## src/hdl/rfc_pkg.sv

```systemverilog
// Shared types and constants for the reply frame checker.
// No dependencies; compiled first.
package rfc_pkg;

   // Input item opcodes
   localparam logic OP_BYTE  = 1'b0;
   localparam logic OP_CLEAR = 1'b1;

   // Result status codes
   localparam logic [1:0] ST_BUSY   = 2'd0;
   localparam logic [1:0] ST_ACCEPT = 2'd1;
   localparam logic [1:0] ST_REJECT = 2'd2;

   // Configuration register indexes
   localparam logic CSR_DEVICE_ADDRESS    = 1'b0;
   localparam logic CSR_EXPECT_READ_REPLY = 1'b1;

   localparam logic [7:0]  DEVICE_ADDRESS_RESET = 8'h0A;
   localparam logic [15:0] CRC_INIT = 16'hFFFF;
   localparam logic [15:0] CRC_POLY = 16'hA001;

   typedef struct packed {
      logic       opcode;
      logic [7:0] rx_byte;
   } item_type;

   typedef struct packed {
      logic [7:0] device_address;
      logic       expect_read_reply;
   } cfg_type;

endpackage

```

## src/hdl/rfc_req_if.sv

```systemverilog
// Input channel of the reply frame checker: one received byte or a clear.
// Depends on nothing.
interface rfc_req_if;
   logic       valid;
   logic       ready;
   logic       opcode;
   logic [7:0] rx_byte;

   modport source (output valid, opcode, rx_byte, input ready);
   modport sink   (input valid, opcode, rx_byte, output ready);
endinterface

```

## src/hdl/rfc_rsp_if.sv

```systemverilog
// Result channel of the reply frame checker: one status per input item.
// Depends on nothing.
interface rfc_rsp_if;
   logic       valid;
   logic       ready;
   logic [1:0] status;

   modport source (output valid, status, input ready);
   modport sink   (input valid, status, output ready);
endinterface

```

## src/hdl/rfc_crc_byte.sv

```systemverilog
// One-byte CRC-16/MODBUS update (reflected polynomial).
// Uses rfc_pkg for the polynomial.
module rfc_crc_byte (
   input  logic [15:0] crc_in,
   input  logic [7:0]  data,
   output logic [15:0] crc_out
);

   always_comb begin
      logic [15:0] crc;
      crc = crc_in ^ {8'h00, data};
      for (int i = 0; i < 8; i++) begin
         if (crc[0]) begin
            crc = (crc >> 1) ^ rfc_pkg::CRC_POLY;
         end else begin
            crc = crc >> 1;
         end
      end
      crc_out = crc;
   end

endmodule

```

## src/hdl/rfc_frame_ctl.sv

```systemverilog
// Frame state (byte count, running CRC, received CRC low byte) and status decision.
// Uses rfc_pkg and rfc_crc_byte.
module rfc_frame_ctl #(
   parameter int PAYLOAD_BYTES = 6
) (
   input  logic              clock,
   input  logic              reset,
   input  logic              fire,
   input  rfc_pkg::item_type item,
   input  rfc_pkg::cfg_type  cfg,
   output logic [1:0]        status
);

   localparam int CNT_W = $clog2(PAYLOAD_BYTES + 3);
   localparam logic [CNT_W-1:0] MAX_COUNT = CNT_W'(PAYLOAD_BYTES + 2);

   logic [CNT_W-1:0] count_ff, count_in;
   logic [15:0]      crc_ff, crc_in;
   logic [7:0]       crc_lo_ff, crc_lo_in;
   logic [CNT_W-1:0] payload;
   logic [15:0]      crc_next;
   logic             crc_ok;

   rfc_crc_byte u_crc (
      .crc_in  (crc_ff),
      .data    (item.rx_byte),
      .crc_out (crc_next)
   );

   assign payload = CNT_W'(PAYLOAD_BYTES) + CNT_W'(cfg.expect_read_reply);
   assign crc_ok  = (crc_lo_ff == crc_ff[7:0]) && (item.rx_byte == crc_ff[15:8]);

   always_comb begin
      count_in  = count_ff;
      crc_in    = crc_ff;
      crc_lo_in = crc_lo_ff;
      status    = rfc_pkg::ST_BUSY;
      priority if (item.opcode == rfc_pkg::OP_CLEAR) begin
         count_in  = '0;
         crc_in    = rfc_pkg::CRC_INIT;
         crc_lo_in = '0;
      end else if (count_ff == '0 && item.rx_byte != cfg.device_address) begin
         // drop a stray first byte, keep waiting for the address
         status = rfc_pkg::ST_REJECT;
      end else if (count_ff < payload) begin
         crc_in   = crc_next;
         count_in = count_ff + 1'b1;
      end else if (count_ff == payload) begin
         crc_lo_in = item.rx_byte;
         count_in  = count_ff + 1'b1;
      end else begin
         // CRC high byte closes the frame
         status    = crc_ok ? rfc_pkg::ST_ACCEPT : rfc_pkg::ST_REJECT;
         count_in  = '0;
         crc_in    = rfc_pkg::CRC_INIT;
         crc_lo_in = '0;
      end
   end

   always_ff @(posedge clock) begin
      if (reset) begin
         count_ff  <= '0;
         crc_ff    <= rfc_pkg::CRC_INIT;
         crc_lo_ff <= '0;
      end else if (fire) begin
         count_ff  <= count_in;
         crc_ff    <= crc_in;
         crc_lo_ff <= crc_lo_in;
      end
   end

`ifndef SYNTHESIS
   a_count_range: assert property (@(posedge clock) disable iff (reset)
      count_ff <= MAX_COUNT)
      else $error("byte count out of range");

   a_clear_restarts: assert property (@(posedge clock) disable iff (reset)
      fire && item.opcode == rfc_pkg::OP_CLEAR |=>
         count_ff == '0 && crc_ff == rfc_pkg::CRC_INIT)
      else $error("clear did not restart reception");

   a_accept_at_end: assert property (@(posedge clock) disable iff (reset)
      status == rfc_pkg::ST_ACCEPT |-> count_ff > payload)
      else $error("frame accepted before its CRC bytes");
`endif

endmodule

```

## src/hdl/rtu_reply_frame_checker_core.sv

```systemverilog
// Top level of the reply frame checker: input register, configuration
// registers and result register around rfc_frame_ctl. Uses rfc_pkg and both channel interfaces.
//
//   channel   dir   handshake     payload
//   req_chan  in    valid/ready   opcode[0:0], rx_byte[7:0]
//   rsp_chan  out   valid/ready   status[1:0]
//   csr_*     in    csr_we        csr_index[0:0], csr_wdata[7:0]
//
// One item per cycle sustained while rsp_chan is not stalled; a result is valid once it is in the result register.
// The frame state updates as an item moves from the input register into the result register.
// A stalled result holds the result register; the input register still takes one more item.
// Synchronous reset restarts the frame state, clears both valid flags and resets the configuration registers.
module rtu_reply_frame_checker_core #(
   parameter int PAYLOAD_BYTES = 6
) (
   input  logic       clock,
   input  logic       reset,
   rfc_req_if.sink    req_chan,
   rfc_rsp_if.source  rsp_chan,
   input  logic       csr_we,
   input  logic       csr_index,
   input  logic [7:0] csr_wdata
);

   rfc_pkg::item_type item_ff;
   logic              item_valid_ff, item_valid_in;
   rfc_pkg::cfg_type  cfg_ff;
   logic              rsp_valid_ff, rsp_valid_in;
   logic [1:0]        status_ff;
   logic [1:0]        status;
   logic              advance;
   logic              fire;
   logic              take;

   assign advance = !rsp_valid_ff || rsp_chan.ready;
   assign fire    = item_valid_ff && advance;
   assign req_chan.ready = !item_valid_ff || advance;
   assign take    = req_chan.valid && req_chan.ready;

   assign item_valid_in = take || (item_valid_ff && !fire);
   assign rsp_valid_in  = advance ? item_valid_ff : rsp_valid_ff;

   rfc_frame_ctl #(
      .PAYLOAD_BYTES (PAYLOAD_BYTES)
   ) u_frame_ctl (
      .clock  (clock),
      .reset  (reset),
      .fire   (fire),
      .item   (item_ff),
      .cfg    (cfg_ff),
      .status (status)
   );

   always_ff @(posedge clock) begin
      if (reset) begin
         item_valid_ff <= 1'b0;
         rsp_valid_ff  <= 1'b0;
      end else begin
         item_valid_ff <= item_valid_in;
         rsp_valid_ff  <= rsp_valid_in;
      end
      if (take) begin
         item_ff.opcode  <= req_chan.opcode;
         item_ff.rx_byte <= req_chan.rx_byte;
      end
      if (fire) begin
         status_ff <= status;
      end
   end

   always_ff @(posedge clock) begin
      if (reset) begin
         cfg_ff.device_address    <= rfc_pkg::DEVICE_ADDRESS_RESET;
         cfg_ff.expect_read_reply <= 1'b0;
      end else if (csr_we) begin
         unique case (csr_index)
            rfc_pkg::CSR_DEVICE_ADDRESS:    cfg_ff.device_address    <= csr_wdata;
            rfc_pkg::CSR_EXPECT_READ_REPLY: cfg_ff.expect_read_reply <= csr_wdata[0];
            default: ;
         endcase
      end
   end

   assign rsp_chan.valid  = rsp_valid_ff;
   assign rsp_chan.status = status_ff;

`ifndef SYNTHESIS
   a_ready_only_when_full: assert property (@(posedge clock) disable iff (reset)
      !req_chan.ready |-> item_valid_ff && rsp_valid_ff && !rsp_chan.ready)
      else $error("input stalled while a stage was free");
`endif

endmodule
```

## src/flat_wrapper.sv

```systemverilog
// flat-port wrapper written by rule: the top's interface ports become plain ports
module rtu_reply_frame_checker_core_flat 
#(
   parameter int PAYLOAD_BYTES = 6
)
  (clock, reset, csr_we, csr_index, csr_wdata, req_chan_valid, req_chan_opcode, req_chan_rx_byte, req_chan_ready, rsp_chan_valid, rsp_chan_status, rsp_chan_ready);
  rfc_req_if req_chan_i ();
  rfc_rsp_if rsp_chan_i ();
  input  logic clock;
  input  logic reset;
  input  logic csr_we;
  input  logic csr_index;
  input  logic [7:0] csr_wdata;
  input wire logic [$bits(req_chan_i.valid)-1:0] req_chan_valid;
  input wire logic [$bits(req_chan_i.opcode)-1:0] req_chan_opcode;
  input wire logic [$bits(req_chan_i.rx_byte)-1:0] req_chan_rx_byte;
  output wire logic [$bits(req_chan_i.ready)-1:0] req_chan_ready;
  output wire logic [$bits(rsp_chan_i.valid)-1:0] rsp_chan_valid;
  output wire logic [$bits(rsp_chan_i.status)-1:0] rsp_chan_status;
  input wire logic [$bits(rsp_chan_i.ready)-1:0] rsp_chan_ready;
  assign req_chan_i.valid = req_chan_valid;
  assign req_chan_i.opcode = req_chan_opcode;
  assign req_chan_i.rx_byte = req_chan_rx_byte;
  assign req_chan_ready = req_chan_i.ready;
  assign rsp_chan_valid = rsp_chan_i.valid;
  assign rsp_chan_status = rsp_chan_i.status;
  assign rsp_chan_i.ready = rsp_chan_ready;
  rtu_reply_frame_checker_core #(.PAYLOAD_BYTES(PAYLOAD_BYTES)) u_core (.clock(clock), .reset(reset), .req_chan(req_chan_i), .rsp_chan(rsp_chan_i), .csr_we(csr_we), .csr_index(csr_index), .csr_wdata(csr_wdata));
endmodule
```

## config.mk

```make
export PLATFORM = sky130hd
export DESIGN_NAME = rtu_reply_frame_checker_core_flat
export DESIGN_NICKNAME = d
export VERILOG_FILES = /design/src/hdl/rfc_pkg.sv /design/src/hdl/rfc_req_if.sv /design/src/hdl/rfc_rsp_if.sv /design/src/hdl/rfc_crc_byte.sv /design/src/hdl/rfc_frame_ctl.sv /design/src/hdl/rtu_reply_frame_checker_core.sv /design/src/flat_wrapper.sv
export SDC_FILE = /design/constraint.sdc
export NUM_CORES = 1
export LEC_CHECK = 0
export ABC_AREA = 1
export BUFFER_PORTS_ARGS = -buffer_cell sky130_fd_sc_hd__buf_2
export CORE_MARGIN = 2
export CORE_UTILIZATION = 56
export CTS_CLUSTER_DIAMETER = 150
export DETAILED_ROUTE_END_ITERATION = 16
export PLACE_DENSITY = 0.76
export SLEW_MARGIN = 0
export SYNTH_ARGS = -nofsm -noshare
export SYNTH_HDL_FRONTEND = slang
export SYNTH_HIERARCHICAL = 1
export SYNTH_SLANG_ARGS = --single-unit
```

## constraint.sdc

```tcl
create_clock -name clock -period 2.19 [get_ports clock]
set_clock_uncertainty 0.1 [all_clocks]
set_input_delay 0.3285 -clock clock [delete_from_list [all_inputs] [get_ports clock]]
set_output_delay 0.3285 -clock clock [all_outputs]
set_load 0.03 [all_outputs]
```

==> summary.md <==
| Metric | Value |
|---|---|
| Sink Count | `50` |
| Peak VDD IR | `0.381 mV` |
| Delay-heaviest family, CP | `simple AND/OR/NAND/NOR gates` |
| Core box area | `between 5000 and 6000 um2` |
| Area occupied by multi-input gates | `1670 um2` |
| Clock share of power | `0.293` |
| Worst-path clk slew | `0.10 ns` |
| Leak pwr | `roughly 1.6 nW` |
| Final worst path period share | `0.976` |
| CP cell instances | `nand2_1 > nand2_2 > nand2_4 > nand2_4 > nand2_4 > nand3_2 > nand3_2 > nand2_2 > buf_4 > xor2_1 > or2_2 > nand4_1 > nand3_1` |
| Tmin final | `~2.1 ns` |
| Vias in the first global route | `2433` |
| Non-Filler Instances | `491` |
| P_sw | `0.000738 W` |
| Layout cells sized above 1 | `0.268` |
| # rows | `26` |
| DR pass1 iterations | `4` |
| PwrDens | `slightly below 700 nW/um2` |
| Setup crit start kind | `flip-flop` |
| CTS H-tree depth | `2` |
| Async S/R FF share, synth | `0` |
| Pins over their slew limit | `0` |
| Nets@finish | `446` |
| Reg area | `~1100 um2` |
| Fin area | `3470 um2` |
| Vias/cell | `5.22` |
| Most common cell after layout, fill and taps aside | `nand2_1` |
| Chip height | `77.5 um` |
| Worst Setup End Kind | `flip-flop` |
| Die W | `77.5 um` |
| Worst-Skew Late Latency | `0.31 ns` |
| GRT Overall Usage | `0.235` |
| Clk root buf | `clkbuf_8` |
| Ant diodes | `0` |
| Fin. Hold Viols | `0` |
| WL per Instance | `13.5 um` |
| Total of max-cap violations | `0` |
| Critical path's slowest cell | `edfxtp_1` |
| Synth cell types | `35` |
| First-pass GRT wire length | `between 10000 and 15000 um` |
| Synthesized area per cell | `~8 um2` |
| Placed Cells | `479` |
| Vias | `2561` |
| Tot Pwr | `0.00235 W` |
| CP max stage delay | `about 0.5 ns` |
| Count of final setup violators | `0` |
| Clk buf depth | `2` |
| Status | `complete, no violations` |
| Required @ worst endpoint | `2.30 ns` |
| Detailed placer's ending HPWL | `4860 um` |
| Initial cell density of the core | `0.585` |
| Initial DRC count | `164` |
| FF+latch count, synth | `50` |
| Cts hold-fix bufs | `0` |
| Area Overhead vs Synth | `14.8%` |
| Seq/Total Area, Yosys | `0.367` |
| DRC viols | `0` |
| EDFF count, synth | `11` |
| Port bufs | `26` |
| Initial antenna violation count | `0` |
| Yosys top cell area share | `0.258` |
| CTS Buf Count | `5` |
| Ranking of synthesized cells by area | `dfxtp_1 26%, edfxtp_1 11%, nand2_1 10%, xnor2_1 6.7%, nand3_1 6.6%` |
| Most frequent cells in the layout | `77 x nand2_1, 37 x dfxtp_1, 34 x inv_1, 34 x nand3_1, 27 x nand4_1` |
| Combinational share of power | `0.260` |
| Syn Std Cell Area | `~3000 um2` |
| Ys flop type | `dfxtp_1` |
| Crit-path max FO | `5` |
| Int Pwr | `about 0.0016 W` |
| Worst hold path class | `in -> reg` |
| Post-synth top area cell | `dfxtp_1` |
| Fillers | `439` |
| Synth Instances | `around 380` |
| Worst flop-to-flop path startpoint | `u_core/item_ff[0]` |
| Largest net degree at the start of global routing | `18` |
| Slew headroom | `0.724` |
| Switch share | `0.314` |
| Critical path type | `reg -> reg` |
| Routed wire length | `6640 um` |
| Crit path from | `u_core/item_ff[0]` |
| Synth Warn # | `6` |
| I/O Pins | `27` |
| CP bufs+invs | `1` |
| Die area | `6000 um2` |
| Area after DPL | `3250 um2` |
| Mapped Nets | `407` |
| GRT Residual Overflow | `0` |
| GP Congestion | `about 0.86` |
| HP Start | `req_chan_rx_byte[7]` |
| Most used cell, CP | `nand2_4` |
| Power share of the sequential group | `0.447` |
| Antenna viol nets, final | `0` |
| CTS tree | `done` |
| Worst-margin pin slew | `0.411 ns` |
| Worst EP arrival | `2.25 ns` |
| Highest Clock Rate | `468 MHz` |
==> timing repair <==
action                                 CTS  global route
resized for setup                        0            18
endpoints found under the hold margin    0             0
setup buffers                            0             4
setup endpoints to repair                0             2
==> cells by family (layout without fill, tap and decap cells) <==
logic type	Yosys count	count (layout)	synth area share
fa+ha+maj	3	3	0.0124
xor+xnor	35	35	0.106
simple gates	215	215	0.375
buf+inv	60	100	0.104
flops	50	50	0.367
compound gates	18	18	0.0348
==> power by group through the flow <==
stage          Sequential (W)  Clock, W  Combinational [W]
3_5_place_dp          0.00107         0           0.000545
2_1_floorplan         0.00107         0           0.000428
6_report              0.00105  0.000686           0.000610
5_1_grt               0.00106  0.000728           0.000675
3_3_place_gp          0.00107         0           0.000534
4_1_cts               0.00105  0.000708           0.000550
==> registers in the layout, summed over array words and instances (netlist names) <==
name                          count
u_core/u_frame_ctl/crc_ff        16
u_core/cfg_ff                     9
u_core/item_ff                    9
u_core/u_frame_ctl/crc_lo_ff      8
u_core/u_frame_ctl/count_ff       4
u_core/rsp_chan.status            2
u_core/item_valid_ff              1
u_core/rsp_chan.valid             1
==> metrics by stage <==
stage / setup WS, ns / hold WS, ns / TNS, ns / utilization
CTS: 0.0221 / 0.0745 / 0 / 0.651
global placement: 0.151 / 0.368 / 0 / 0.629
finish: 0.0519 / 0.0847 / 0 / 0.671
global route: -0.0677 / 0.0734 / -0.0843 / 0.671
floorplan: 0.183 / 0.298 / 0 / -
detailed placement: 0.0797 / 0.370 / 0 / 0.629
==> layer usage <==
layer  GRT usage  vias to the layer above  part of all wire
met5           0                        -                 0
met2       0.416                       57              0.50
met4      0.0893                        0             0.019
met1       0.281                     1188              0.44
met3      0.0442                       11             0.036
li1            -                     1305                 -
==> cell type report <==
type                       instances  share of cell area
clock inverter                     3              0.0137
clock buffer                       5              0.0198
multi-input combinational        271               0.482
timing repair buffer              48              0.0851
inverter                          44              0.0534
sequential                        50               0.321
tap                               70              0.0252
==> Yosys cell counts (6+ instances only) <==
master / count
edfxtp_1: 11
inv_1: 35
nand2_1: 81
dfxtp_1: 39
nand2_2: 8
nand3_1: 40
xnor2_1: 23
buf_4: 9
nand4_1: 27
a21oi_1: 14
xor2_1: 10
nor2_1: 25
or2_1: 10
or2_2: 6
==> final timing paths <==
kind,endpoint,slack [ns],depth (start not counted)
worst max-delay path,u_core/u_frame_ctl/crc_ff[14],0.05,13
worst min register to register,u_core/u_frame_ctl/crc_lo_ff[6],0.38,2
worst min-delay path,u_core/item_ff[7],0.08,1
worst max register to register,u_core/u_frame_ctl/crc_ff[14],0.05,13
(Power assumes the default switching activity.)
